[config.mk]
export PLATFORM = sky130hd
export DESIGN_NAME = pointwise_list_averager
export DESIGN_NICKNAME = d
export VERILOG_FILES = /design/src/rtl/core/pla_pkg.sv /design/src/rtl/core/pla_sum_mem.sv /design/src/rtl/core/pla_rdiv.sv /design/src/rtl/core/pointwise_list_averager.sv
export VERILOG_INCLUDE_DIRS = /design/src /design/src/rtl/core
export SDC_FILE = /design/constraint.sdc
export NUM_CORES = 2
export LEC_CHECK = 0
export BUFFER_PORTS_ARGS = -buffer_cell sky130_fd_sc_hd__buf_2
export CAP_MARGIN = 15
export CORE_MARGIN = 2
export CORE_UTILIZATION = 30
export DETAILED_ROUTE_END_ITERATION = 10
export HOLD_SLACK_MARGIN = 0.06
export PLACE_DENSITY = 0.4
export RECOVER_POWER = 25
export SLEW_MARGIN = 10
export SYNTH_ARGS = -nofsm -noshare
export SYNTH_HDL_FRONTEND = slang
export SYNTH_SLANG_ARGS = --single-unit
[constraint.sdc]
create_clock -name i_clk -period 6 [get_ports i_clk]
set_input_delay 0.3 -clock i_clk [delete_from_list [all_inputs] [get_ports i_clk]]
set_output_delay 0.3 -clock i_clk [all_outputs]
set_load 0.01 [all_outputs]
[src/rtl/core/pointwise_list_averager_defines.svh]
// assertion macros for the pointwise list averager
// included by files that carry concurrent checks, no other dependencies
`ifndef POINTWISE_LIST_AVERAGER_DEFINES_SVH
`define POINTWISE_LIST_AVERAGER_DEFINES_SVH

// same-cycle implication, disabled while reset is asserted
`define PLA_ASSERT_IMP(label, clk, rst_n, ante, cons) \
    label: assert property (@(posedge clk) disable iff (!rst_n) (ante) |-> (cons)) \
        else $error("pointwise_list_averager: check failed");

// next-cycle implication, disabled while reset is asserted
`define PLA_ASSERT_NXT(label, clk, rst_n, ante, cons) \
    label: assert property (@(posedge clk) disable iff (!rst_n) (ante) |=> (cons)) \
        else $error("pointwise_list_averager: check failed");

`endif

[src/rtl/core/pla_pkg.sv]
// shared types and constants for the pointwise list averager
// no dependencies
package pla_pkg;

    localparam int ROWS_DEF = 32;
    localparam int COLS_DEF = 16;

    localparam int PT_W  = 16;
    localparam int SUM_W = 21;
    localparam int AVG_W = 16;

    localparam int AVG_POS_MAX = 32767;
    localparam int AVG_NEG_MAG = 32768;

    typedef enum logic {
        CMD_POINT   = 1'b0,
        CMD_READOUT = 1'b1
    } t_cmd;

    typedef enum logic [2:0] {
        ST_ROW_AVG    = 3'd0,
        ST_LIST_OK    = 3'd1,
        ST_LIST_REJ   = 3'd2,
        ST_LIST_TRUNC = 3'd3,
        ST_EMPTY      = 3'd4
    } t_status;

    typedef enum logic [2:0] {
        S_IDLE,
        S_ADD,
        S_RREAD,
        S_RLOAD,
        S_RDIV
    } t_state;

endpackage

[src/rtl/core/pla_sum_mem.sv]
// per-row x/y sum store, one read and one write port, registered read
// rows not yet written read as zero through reset-cleared valid bits; uses pla_pkg
module pla_sum_mem import pla_pkg::*; #(
    parameter int ROWS = ROWS_DEF
) (
    input  logic                            i_clk,
    input  logic                            i_rst_n,
    input  logic                            i_rd_en,
    input  logic [(ROWS>1?$clog2(ROWS):1)-1:0] i_rd_addr,
    output logic signed [SUM_W-1:0]         o_rd_x,
    output logic signed [SUM_W-1:0]         o_rd_y,
    input  logic                            i_wr_en,
    input  logic [(ROWS>1?$clog2(ROWS):1)-1:0] i_wr_addr,
    input  logic signed [SUM_W-1:0]         i_wr_x,
    input  logic signed [SUM_W-1:0]         i_wr_y
);

    logic [2*SUM_W-1:0] r_mem [ROWS];
    logic [ROWS-1:0]    r_valid;
    logic [2*SUM_W-1:0] r_rd_data;
    logic               r_rd_vld;

    always_ff @(posedge i_clk) begin
        if (i_wr_en) begin
            r_mem[i_wr_addr] <= {i_wr_x, i_wr_y};
        end
        if (i_rd_en) begin
            r_rd_data <= r_mem[i_rd_addr];
        end
    end

    always_ff @(posedge i_clk) begin
        if (!i_rst_n) begin
            r_valid  <= '0;
            r_rd_vld <= 1'b0;
        end else begin
            if (i_wr_en) begin
                r_valid[i_wr_addr] <= 1'b1;
            end
            if (i_rd_en) begin
                r_rd_vld <= r_valid[i_rd_addr];
            end
        end
    end

    // unwritten rows read as zero through their cleared valid bit
    assign o_rd_x = r_rd_vld ? r_rd_data[2*SUM_W-1:SUM_W] : '0;
    assign o_rd_y = r_rd_vld ? r_rd_data[SUM_W-1:0]       : '0;

endmodule

[src/rtl/core/pla_rdiv.sv]
// iterative rounded average: sum / count, half away from zero, saturated to 16 bits
// one quotient bit per cycle, restoring; uses pla_pkg
module pla_rdiv import pla_pkg::*; #(
    parameter int CNT_W = $clog2(COLS_DEF + 1)
) (
    input  logic                    i_clk,
    input  logic                    i_rst_n,
    input  logic                    i_load,
    input  logic signed [SUM_W-1:0] i_sum,
    input  logic [CNT_W-1:0]        i_div,
    output logic                    o_done,
    output logic signed [AVG_W-1:0] o_avg
);

    localparam int NUM_W = SUM_W + 2;
    localparam int DEN_W = CNT_W + 1;
    localparam int IT_W  = $clog2(NUM_W);

    logic [NUM_W-1:0]        r_num;
    logic [DEN_W-1:0]        r_rem;
    logic [DEN_W-1:0]        r_den;
    logic                    r_neg;
    logic [IT_W-1:0]         r_cnt;
    logic                    r_run;
    logic                    r_done;
    logic signed [AVG_W-1:0] r_avg;

    logic [SUM_W-1:0]        w_mag;
    logic [NUM_W-1:0]        w_num_init;
    logic [DEN_W:0]          w_rem_sh;
    logic                    w_ge;
    logic [DEN_W-1:0]        w_rem_nx;
    logic [NUM_W-1:0]        w_quo;
    logic signed [AVG_W-1:0] w_avg_sat;
    logic                    w_last_step;

    // numerator 2*|s| + d over denominator 2*d gives round half away from zero
    assign w_mag      = i_sum[SUM_W-1] ? SUM_W'(-i_sum) : SUM_W'(i_sum);
    assign w_num_init = {1'b0, w_mag, 1'b0} + NUM_W'(i_div);

    assign w_rem_sh = {r_rem, r_num[NUM_W-1]};
    assign w_ge     = (w_rem_sh >= {1'b0, r_den});
    assign w_rem_nx = w_ge ? DEN_W'(w_rem_sh - {1'b0, r_den}) : w_rem_sh[DEN_W-1:0];
    assign w_quo    = {r_num[NUM_W-2:0], w_ge};

    assign w_last_step = r_run && (r_cnt == IT_W'(NUM_W - 1));

    always_comb begin
        if (!r_neg) begin
            w_avg_sat = (w_quo > NUM_W'(AVG_POS_MAX)) ? AVG_W'(AVG_POS_MAX)
                                                      : w_quo[AVG_W-1:0];
        end else begin
            w_avg_sat = (w_quo > NUM_W'(AVG_NEG_MAG)) ? AVG_W'(AVG_NEG_MAG)
                                                      : AVG_W'(~w_quo[AVG_W-1:0] + 1'b1);
        end
    end

    always_ff @(posedge i_clk) begin
        if (!i_rst_n) begin
            r_run  <= 1'b0;
            r_done <= 1'b0;
            r_cnt  <= '0;
        end else begin
            r_done <= 1'b0;
            if (i_load) begin
                r_run <= 1'b1;
                r_cnt <= '0;
            end else if (w_last_step) begin
                r_run  <= 1'b0;
                r_done <= 1'b1;
            end else if (r_run) begin
                r_cnt <= r_cnt + 1'b1;
            end
        end
    end

    always_ff @(posedge i_clk) begin
        if (i_load) begin
            r_num <= w_num_init;
            r_rem <= '0;
            r_den <= {i_div, 1'b0};
            r_neg <= i_sum[SUM_W-1];
        end else if (r_run) begin
            r_num <= w_quo;
            r_rem <= w_rem_nx;
        end
        if (w_last_step) begin
            r_avg <= w_avg_sat;
        end
    end

    assign o_done = r_done;
    assign o_avg  = r_avg;

endmodule

[src/rtl/core/pointwise_list_averager.sv]
// point step: accept, then sum read-modify-write in S_ADD before the next point; list result in the cycle after accept
// readout per row: memory read, divider load, 23 divider steps, result; ROWS rows
// empty readout: one result in the cycle after accept, busy stays low
// results cannot be stalled: each shows for one cycle with o_valid
// synchronous active-low reset clears counters, flags and row valid bits, so all sums read zero
`include "pointwise_list_averager_defines.svh"
module pointwise_list_averager import pla_pkg::*; #(
    parameter int ROWS = ROWS_DEF,
    parameter int COLS = COLS_DEF
) (
    input  logic                    i_clk,
    input  logic                    i_rst_n,
    input  logic                    start,
    output logic                    busy,
    input  logic                    i_command,
    input  logic signed [PT_W-1:0]  i_point_x,
    input  logic signed [PT_W-1:0]  i_point_y,
    input  logic                    i_end_of_list,
    output logic                    o_valid,
    output logic signed [AVG_W-1:0] o_avg_x,
    output logic signed [AVG_W-1:0] o_avg_y,
    output logic [2:0]              o_status,
    output logic                    o_last_result
);

    localparam int ADDR_W = (ROWS > 1) ? $clog2(ROWS) : 1;
    localparam int POS_W  = $clog2(ROWS + 1);
    localparam int CNT_W  = $clog2(COLS + 1);

    // control state
    t_state              r_state, n_state;
    logic [CNT_W-1:0]    r_lists, n_lists;
    logic [POS_W-1:0]    r_pos,   n_pos;
    logic                r_rej,   n_rej;
    logic                r_trunc, n_trunc;
    logic [ADDR_W-1:0]   r_row,   n_row;
    logic                r_out_valid, n_out_valid;

    // payload registers
    logic signed [AVG_W-1:0] r_avg_x, n_avg_x;
    logic signed [AVG_W-1:0] r_avg_y, n_avg_y;
    t_status                 r_status, n_status;
    logic                    r_last, n_last;
    logic signed [PT_W-1:0]  r_px, n_px;
    logic signed [PT_W-1:0]  r_py, n_py;
    logic                    r_add, n_add;
    logic [ADDR_W-1:0]       r_wr_addr, n_wr_addr;

    // memory and divider hookup
    logic                    w_rd_en;
    logic [ADDR_W-1:0]       w_rd_addr;
    logic signed [SUM_W-1:0] w_rd_x, w_rd_y;
    logic                    w_wr_en;
    logic signed [SUM_W-1:0] w_wr_x, w_wr_y;
    logic                    w_div_load;
    logic                    w_done_x, w_done_y;
    logic signed [AVG_W-1:0] w_q_x, w_q_y;

    logic w_accept;
    logic w_rej;
    logic w_in_range;
    logic w_trunc;

    assign busy     = (r_state != S_IDLE);
    assign w_accept = start && (r_state == S_IDLE);

    // a list that opens with the store full is rejected as a whole
    assign w_rej      = r_rej || ((r_pos == '0) && (r_lists >= CNT_W'(COLS)));
    assign w_in_range = (r_pos < POS_W'(ROWS));
    // points past the last row are dropped and mark the list
    assign w_trunc    = r_trunc || (!w_rej && !w_in_range);

    // read-modify-write of the row sum, data read at accept arrives in S_ADD
    assign w_wr_en = (r_state == S_ADD) && r_add;
    assign w_wr_x  = w_rd_x + {{(SUM_W-PT_W){r_px[PT_W-1]}}, r_px};
    assign w_wr_y  = w_rd_y + {{(SUM_W-PT_W){r_py[PT_W-1]}}, r_py};

    pla_sum_mem #(
        .ROWS (ROWS)
    ) u_sum_mem (
        .i_clk     (i_clk),
        .i_rst_n   (i_rst_n),
        .i_rd_en   (w_rd_en),
        .i_rd_addr (w_rd_addr),
        .o_rd_x    (w_rd_x),
        .o_rd_y    (w_rd_y),
        .i_wr_en   (w_wr_en),
        .i_wr_addr (r_wr_addr),
        .i_wr_x    (w_wr_x),
        .i_wr_y    (w_wr_y)
    );

    // x and y dividers run in lockstep on the same count
    pla_rdiv #(
        .CNT_W (CNT_W)
    ) u_div_x (
        .i_clk   (i_clk),
        .i_rst_n (i_rst_n),
        .i_load  (w_div_load),
        .i_sum   (w_rd_x),
        .i_div   (r_lists),
        .o_done  (w_done_x),
        .o_avg   (w_q_x)
    );

    pla_rdiv #(
        .CNT_W (CNT_W)
    ) u_div_y (
        .i_clk   (i_clk),
        .i_rst_n (i_rst_n),
        .i_load  (w_div_load),
        .i_sum   (w_rd_y),
        .i_div   (r_lists),
        .o_done  (w_done_y),
        .o_avg   (w_q_y)
    );

    always_comb begin
        n_state     = r_state;
        n_lists     = r_lists;
        n_pos       = r_pos;
        n_rej       = r_rej;
        n_trunc     = r_trunc;
        n_row       = r_row;
        n_out_valid = 1'b0;
        n_avg_x     = r_avg_x;
        n_avg_y     = r_avg_y;
        n_status    = r_status;
        n_last      = r_last;
        n_px        = r_px;
        n_py        = r_py;
        n_add       = r_add;
        n_wr_addr   = r_wr_addr;
        w_rd_en     = 1'b0;
        w_rd_addr   = r_pos[ADDR_W-1:0];
        w_div_load  = 1'b0;

        unique case (r_state)
            S_IDLE: begin
                if (w_accept) begin
                    if (i_command == CMD_READOUT) begin
                        if (r_lists == '0) begin
                            // nothing stored: single empty word
                            n_out_valid = 1'b1;
                            n_avg_x     = '0;
                            n_avg_y     = '0;
                            n_status    = ST_EMPTY;
                            n_last      = 1'b1;
                        end else begin
                            n_row   = '0;
                            n_state = S_RREAD;
                        end
                    end else begin
                        // point: fetch the row sum now, add and write back in S_ADD
                        w_rd_en   = w_in_range && !w_rej;
                        n_add     = w_in_range && !w_rej;
                        n_wr_addr = r_pos[ADDR_W-1:0];
                        n_px      = i_point_x;
                        n_py      = i_point_y;
                        n_state   = S_ADD;
                        if (i_end_of_list) begin
                            n_out_valid = 1'b1;
                            n_avg_x     = '0;
                            n_avg_y     = '0;
                            n_last      = 1'b1;
                            if (w_rej) begin
                                n_status = ST_LIST_REJ;
                            end else if (w_trunc) begin
                                n_status = ST_LIST_TRUNC;
                            end else begin
                                n_status = ST_LIST_OK;
                            end
                            n_lists = r_lists + CNT_W'(!w_rej);
                            n_pos   = '0;
                            n_rej   = 1'b0;
                            n_trunc = 1'b0;
                        end else begin
                            n_pos   = w_in_range ? r_pos + 1'b1 : r_pos;
                            n_rej   = w_rej;
                            n_trunc = w_trunc;
                        end
                    end
                end
            end
            S_ADD: begin
                n_state = S_IDLE;
            end
            S_RREAD: begin
                w_rd_en   = 1'b1;
                w_rd_addr = r_row;
                n_state   = S_RLOAD;
            end
            S_RLOAD: begin
                w_div_load = 1'b1;
                n_state    = S_RDIV;
            end
            S_RDIV: begin
                if (w_done_x && w_done_y) begin
                    n_out_valid = 1'b1;
                    n_avg_x     = w_q_x;
                    n_avg_y     = w_q_y;
                    n_status    = ST_ROW_AVG;
                    n_last      = (r_row == ADDR_W'(ROWS - 1));
                    if (r_row == ADDR_W'(ROWS - 1)) begin
                        n_state = S_IDLE;
                    end else begin
                        n_row   = r_row + 1'b1;
                        n_state = S_RREAD;
                    end
                end
            end
            default: begin
                n_state = S_IDLE;
            end
        endcase
    end

    always_ff @(posedge i_clk) begin
        if (!i_rst_n) begin
            r_state     <= S_IDLE;
            r_lists     <= '0;
            r_pos       <= '0;
            r_rej       <= 1'b0;
            r_trunc     <= 1'b0;
            r_row       <= '0;
            r_out_valid <= 1'b0;
        end else begin
            r_state     <= n_state;
            r_lists     <= n_lists;
            r_pos       <= n_pos;
            r_rej       <= n_rej;
            r_trunc     <= n_trunc;
            r_row       <= n_row;
            r_out_valid <= n_out_valid;
        end
    end

    always_ff @(posedge i_clk) begin
        r_avg_x   <= n_avg_x;
        r_avg_y   <= n_avg_y;
        r_status  <= n_status;
        r_last    <= n_last;
        r_px      <= n_px;
        r_py      <= n_py;
        r_add     <= n_add;
        r_wr_addr <= n_wr_addr;
    end

    assign o_valid       = r_out_valid;
    assign o_avg_x       = r_avg_x;
    assign o_avg_y       = r_avg_y;
    assign o_status      = r_status;
    assign o_last_result = r_last;

    // stored list count never passes the column limit
    `PLA_ASSERT_IMP(a_lists_bound, i_clk, i_rst_n, 1'b1, r_lists <= CNT_W'(COLS))
    // an accepted point always gets its write-back cycle
    `PLA_ASSERT_NXT(a_point_rmw, i_clk, i_rst_n, start && !busy && i_command == CMD_POINT, busy && r_state == S_ADD)
    // x and y dividers finish together
    `PLA_ASSERT_IMP(a_div_lockstep, i_clk, i_rst_n, w_done_x || w_done_y, w_done_x && w_done_y)
    // list and empty words are single, final and carry zero averages
    `PLA_ASSERT_IMP(a_status_word, i_clk, i_rst_n, o_valid && o_status != ST_ROW_AVG, o_last_result && o_avg_x == '0 && o_avg_y == '0)

endmodule
== Word level (Yosys, flattened, before mapping) ==
Memory sizes are Yosys's and may differ from the RTL's. A register that Yosys moved wholly into a read port is not among the register bits.
Index checks and enable logic that the tools add are counted.
Word-level totals
  register bits after elaboration: 240
  RAM bits: 1344
  input bits: 37
  output and inout bits: 38
  logic and storage cells: 190
  memories kept: 1
Memory list
  u_sum_mem.r_mem: words 32, width 42, rd ports 1, clocked after memory_dff 1, wr ports 1, RTL line pla_sum_mem.sv:18  | logic [2*SUM_W-1:0] r_mem [ROWS];
Operators by class
  add/sub/neg operators: 15
  $lt $le $gt $ge: 11
  equality and inequality tests: 15
  mux-type cells: 77
  bitwise gates (word level): 7
  reductions and logical operators: 32
Operators with widths (count)
  $mux W16: 12
  $mux W23: 4
  $mux W21: 4
  $pmux W16 S2: 2
  $add A22 B5 Y23: 2
  $gt A23 B15 Y1 const B: 2
  $gt A23 B16 Y1 const B: 2
  $add A21 B21 Y21: 2
  $neg A21 Y21: 2
  $add A16 B1 Y16 const B: 2
  $not A16 Y16: 2
  $or A32 B32 Y32: 1
  $mux W5: 6
  $mux W3: 9
  $mux W1: 25
  $mux W6: 4
  $add A5 B1 Y5 const B: 3
  $eq A5 B5 Y1 const B: 3
  $ge A7 B6 Y1: 2
  $lt A5 B6 Y1 const B: 2
  $pmux W3 S4: 1
  $reduce_bool A2 Y1: 6
  $sub A6 B6 Y6: 2
  $ne A2 B2 Y1 const B: 5
  30 further kinds: 52

== Depth between registers and ports, before layout ==
  word-level depth: 12
  gate-level depth with buffers: 19
  gate-level depth less buffers: 17

== Modules after synthesis ==
Synthesis repeated with hierarchy kept, for this count alone.
Unflattened totals
  cell total of the unflattened synthesis: 3558
  area, all modules: 67694.9 µm²
Modules (own cells, without submodules)
  pla_sum_mem: times used 1, cells an instance 2153, area an instance 53737.8 µm², sequential area each 42280.6 µm²
  pointwise_list_averager: times used 1, cells an instance 552, area an instance 5850.6 µm², sequential area each 2662.6 µm²
  pla_rdiv (u_div_y): times used 1, cells an instance 435, area an instance 4082.7 µm², sequential area each 1611.5 µm²
  pla_rdiv (u_div_x): times used 1, cells an instance 418, area an instance 4023.9 µm², sequential area each 1611.5 µm²

== Worst setup path after synthesis ==
No wires, ideal clock.
  kind: reg-to-reg
  start point: reg r_state[0]
  end point: reg u_sum_mem.r_rd_data[0] (read register of u_sum_mem.r_mem) (enable)
  setup time: 0.399 ns
  arrival time: 5.089 ns
  data required time: 5.601 ns
  setup slack: 0.512 ns
  cell stages (with the launch flop): 5
  buffers on the path: 0
  clock period less this slack: 5.488 ns
  cell sequence: dfxtp_1 nor2_1 nand2_1 nor3b_1 a21o_1
On the way
  longest elaborated chain between the ends: 4
  elaborated cells on any way between the ends: 6
  classes of those cells: eq/ne: 1; mux: 3; reduce/logical: 2
Ends and longest elaborated chain
  start: declaration: RTL line pointwise_list_averager.sv:31  | t_state r_state, n_state;
  start signal: assignment: RTL line pointwise_list_averager.sv:228  | r_state <= n_state;
  $logic_not A3 Y1: RTL line pointwise_list_averager.sv:65, pointwise_list_averager.sv:138
  $logic_and A1 B1 Y1: RTL line pointwise_list_averager.sv:65  | assign w_accept = start && (r_state == S_IDLE);
  $mux W1: RTL line pointwise_list_averager.sv:140  | if (w_accept) begin
  $pmux W1 S2 (*): RTL line pointwise_list_averager.sv:138  | unique case (r_state)
  named net u_sum_mem.i_rd_en: RTL line pla_sum_mem.sv:8  | input logic i_rd_en,
  end: declaration: RTL line pla_sum_mem.sv:20  | logic [2*SUM_W-1:0] r_rd_data;
The timed path passes the listed nets; every way through them passes the cells marked *.
A chain may end at the register's enable or synchronous reset.

== Worst setup path in the final report ==
  start point: reg u_sum_mem.r_rd_vld
  end point: mem u_sum_mem.r_mem[27][26] (netlist name) (data pin)
On the way
  longest elaborated chain between the ends: 2
Ends and longest elaborated chain
  start: declaration: RTL line pla_sum_mem.sv:21  | logic r_rd_vld;
  start signal: assignment: RTL line pla_sum_mem.sv:41  | r_rd_vld <= r_valid[i_rd_addr];
  $mux W21: RTL line pla_sum_mem.sv:47  | assign o_rd_x = r_rd_vld ? r_rd_data[2*SUM_W-1:SUM_W] : '0;
  $add A21 B21 Y21: RTL line pointwise_list_averager.sv:75  | assign w_wr_x = w_rd_x + {{(SUM_W-PT_W){r_px[PT_W-1]}}, r_px};
  named net u_sum_mem.i_wr_x[5]: RTL line pla_sum_mem.sv:14  | input logic signed [SUM_W-1:0] i_wr_x,
  end: declaration: RTL line pla_sum_mem.sv:18
The timed path passes the listed nets, and every way through them passes these cells.

==> key figures <==
Outcome
  – Status: finished with violations
  – Failing checks: capacitance limit, slew limit

Placed design
  – Pre-CTS setup slack: 1.06 ns
  – Gpl congestion: 0.769
  – I/O Buffers: 74
  – Hpwl dp: 119000 microns
  – Dpl cells: 7104
  – Post-Place Cell Area: 72900 sq um

Final layout
  – Layout cells sized above 1: 17.8%
  – Final Cell Area: 78500 sq um
  – Non-Filler Instances: 7471
  – Final core occ: 35.0%
  – P&R area growth vs syn: 16.1%
  – Final net count: 4450

Critical path
  – Crit start category: flop
  – Cell family with most CP delay: XOR/XNOR gates
  – CP Max Fanout: 32
  – WP data required: 6.20 ns
  – Setup CP Type: reg -> reg
  – Critical Path Max Stage Delay: 2.14 ns
  – CP Cell Sequence: clkbuf_1, and2_0, ha_1, o21a_1, a21oi_1, xnor2_1
  – Kind of capture point of the worst setup path: flop
  – WP buf/inv: 1
  – Slowest-stage cell, CP: xnor2_1
  – Worst EP arrival: 5.47 ns

Die
  – Die width: 479 microns
  – Die H: 479 microns
  – Num rows: 174
  – Starting Density: 30.1%
  – CORE AREA: 224000 sq um
  – Total die area: 229000 sq um
  – IO Count: 75

Clock network
  – Inserted Clock Buffers: 179
  – Clock root buffer: clkbuf_16
  – H-tree levels: 4
  – Post-CTS setup repair buffer count: 0
  – Hold-fix buffers at CTS: 37
  – Worst-Skew Late Latency: 0.84 ns
  – Clock sink count: 1626
  – Post-cts resize count: 0
  – Clock slew at reported path FFs: 0.06 ns
  – CTS tree: built
  – Longest Clk Path Bufs: 3

Timing
  – Max_slew headroom: -121%
  – Crit path time final: 5.27 ns
  – Max-slew violation count: 573
  – Max Fclk: 190 MHz
  – Fin crit share: 87.8%
  – Final hold violations: 0
  – Worst slew pin tran: 3.31 ns
  – Post-route setup slack: 0.729 ns
  – RSZ-0062 raised after global routing: false
  – Post-route setup TNS: 0 ns
  – # setup viols final: 0
  – Worst clock skew: 0.0353 ns

GRT
  – Vias in the first global route: 38321
  – Initial antenna violation count: 4
  – GRT Util Overall: 18.2%
  – First-pass GRT wire length: 298000 microns
  – Remaining global-route overflow: 0
  – Largest net degree at the start of global routing: 87

Worst hold path
  – Hold WC Path Type: in -> reg

Synth
  – Yosys Warn Count: 0
  – Synthesized area: 67600 sq um
  – Seq cells post-synth: 1626
  – Synth cell types: 90
  – Top_reg_cell synth: edfxtp_1
  – Synth top area cells: edfxtp_1 69%, mux4_2 11%, nand2_1 2.9%, dfxtp_1 2.4%, nand3_1 1.9%
  – Syn Inst Count: 4106
  – Async SR Flop Fraction: 0%
  – Largest area contributor in the netlist: edfxtp_1
  – Synth top area share: 68.6%
  – Sequential share of the synthesized area: 71.0%
  – Cell with the most instances after synthesis: edfxtp_1
  – Post-Syn Area per Cell: 16.5 sq um
  – Syn Nets: 4223
  – EDFF count, synth: 1545
  – Most instantiated cells after synthesis: 1545 x edfxtp_1, 522 x nand2_1, 344 x mux4_2

Power and ir drop
  – Leakage power: 26.1 nW
  – Power per standard cell area: 321 nW/um^2
  – P_int: 19.4 mW
  – Sequential power share: 51.6%
  – Logic pwr share: 6.6%
  – Clk network pwr share: 41.8%
  – VDD IR max: 0.323 mV
  – Sw Ratio: 23.2%
  – Net Switching: 5.84 mW

Drt
  – Detailed router's first-iteration violation count: 3063
  – Antenna violation net count after detailed routing: 0
  – Via count: 37559
  – Mean routed wirelength per cell: 28.1 microns
  – DR pass1 iterations: 5
  – Routed wire length: 210000 microns
  – DR vias/cell: 5.03
  – DRC: 0

Job
  – Max Cap Viol: 31
[layout by cell type, fill, tap and decap left out, types with 14 or more instances in the layout]
| cell type | netlist | final |
|---|---|---|
| buf_4 | 2 | 89 |
| dlygate4sd3_1 | 0 | 37 |
| nor3_1 | 44 | 44 |
| and2_1 | 42 | 38 |
| nand2b_1 | 21 | 21 |
| xnor2_1 | 67 | 46 |
| or3_1 | 17 | 17 |
| dfxtp_1 | 81 | 81 |
| o21a_1 | 42 | 42 |
| mux2i_1 | 20 | 17 |
| ha_1 | 74 | 74 |
| clkinv_2 | 0 | 26 |
| mux4_2 | 344 | 344 |
| nand4_1 | 32 | 32 |
| nand3_1 | 251 | 251 |
| xor2_1 | 43 | 39 |
| edfxtp_1 | 1545 | 1545 |
| xnor2_2 | 0 | 17 |
| clkinv_1 | 1 | 44 |
| clkbuf_1 | 106 | 140 |
| buf_12 | 0 | 30 |
| nor2b_1 | 23 | 23 |
| and3_1 | 43 | 43 |
| nor2_4 | 0 | 14 |
| o31ai_1 | 15 | 15 |
| nor4_1 | 15 | 15 |
| o21ai_0 | 123 | 123 |
| inv_1 | 64 | 64 |
| a21oi_1 | 83 | 79 |
| nor2_1 | 179 | 164 |
| nand2_1 | 522 | 522 |
| a21o_1 | 20 | 20 |
| clkbuf_16 | 0 | 180 |
[worst register-to-register path: stages, from the launching register on]
cell	delay, ns
dfxtp_1	0.67
clkbuf_1	1.12
and2_0	0.25
ha_1	0.15
o21a_1	0.18
a21oi_1	0.10
xnor2_1	2.14
[power groups by stage]
stage	registers [mW]	clock network (mW)	logic, mW
after CTS	13.0	10.8	1.72
after floorplan	13.2	0	1.04
after global routing	13.0	11.3	1.85
after detailed placement	13.2	0	1.70
after global placement	13.2	0	1.70
final	13.0	10.5	1.67
[cells by family (layout without fill, tap and decap cells)]
group	count (synthesis)	in the layout	share of synthesized area, %
flip-flops	1626	1626	71.0
AND/OR/NAND/NOR	1258	1258	8.78
AO/OA/AOI/OAI	390	390	3.68
multiplexers	369	369	11.8
buffers and inverters	273	644	1.71
XOR/XNOR	110	110	1.42
adder cells (fa/ha/maj)	80	80	1.55
other	0	2	0
[state kept, by name, indices dropped and copies added (netlist names), 6 cells and up]
signal / count
o_avg_x: 16
u_sum_mem.r_mem: 1344
u_div_y.r_num: 23
u_div_y.r_rem: 6
u_sum_mem.r_valid: 32
r_pos: 6
u_div_y.o_avg: 16
u_div_x.r_rem: 6
u_div_x.r_num: 23
r_py: 16
u_div_x.o_avg: 16
o_avg_y: 16
r_px: 16
u_sum_mem.r_rd_data: 42
[final cells by class]
type | instances | area (sq um)
Sequential cell | 1626 | 48000
Multi-Input combinational cell | 2207 | 18900
Clock inverter | 94 | 821
Clock buffer | 231 | 4700
Antenna cell | 2 | 5.00
Tap cell | 2992 | 3740
Fill cell | 21364 | 146000
Inverter | 66 | 248
Timing Repair Buffer | 253 | 2050
[through the flow]
stage | hold slack (ns) | power [mW]
floorplan | 0.399 | 14.3
global placement | 0.442 | 14.9
detailed placement | 0.453 | 14.9
CTS | 0.0738 | 25.6
global route | 0.119 | 26.1
finish | 0.125 | 25.2
[final timing paths]
path                                      startpoint                                 end  slack (ns)  depth (start not counted)
hold reg to reg   u_sum_mem.r_valid[10]$_SDFFE_PN0P_  u_sum_mem.r_valid[10]$_SDFFE_PN0P_        0.46                          1
setup / recovery     u_sum_mem.r_rd_vld$_SDFFE_PN0P_   u_sum_mem.r_mem[27][26]$_DFFE_PP_        0.73                          6
setup reg to reg     u_sum_mem.r_rd_vld$_SDFFE_PN0P_   u_sum_mem.r_mem[27][26]$_DFFE_PP_        0.73                          6
hold / removal                               i_rst_n   u_sum_mem.r_valid[3]$_SDFFE_PN0P_        0.13                          3
[per-layer routing]
metal | vias to the layer above | share of wire [%] | GRT usage, %
met1 | 20055 | 46 | 25.6
li1 | 16501 | - | -
met4 | 0 | 1.9 | 4.06
met5 | - | 0 | 0
met2 | 790 | 48 | 29.9
met3 | 213 | 3.9 | 2.66
Note: power is estimated with default switching activity, not from simulation.
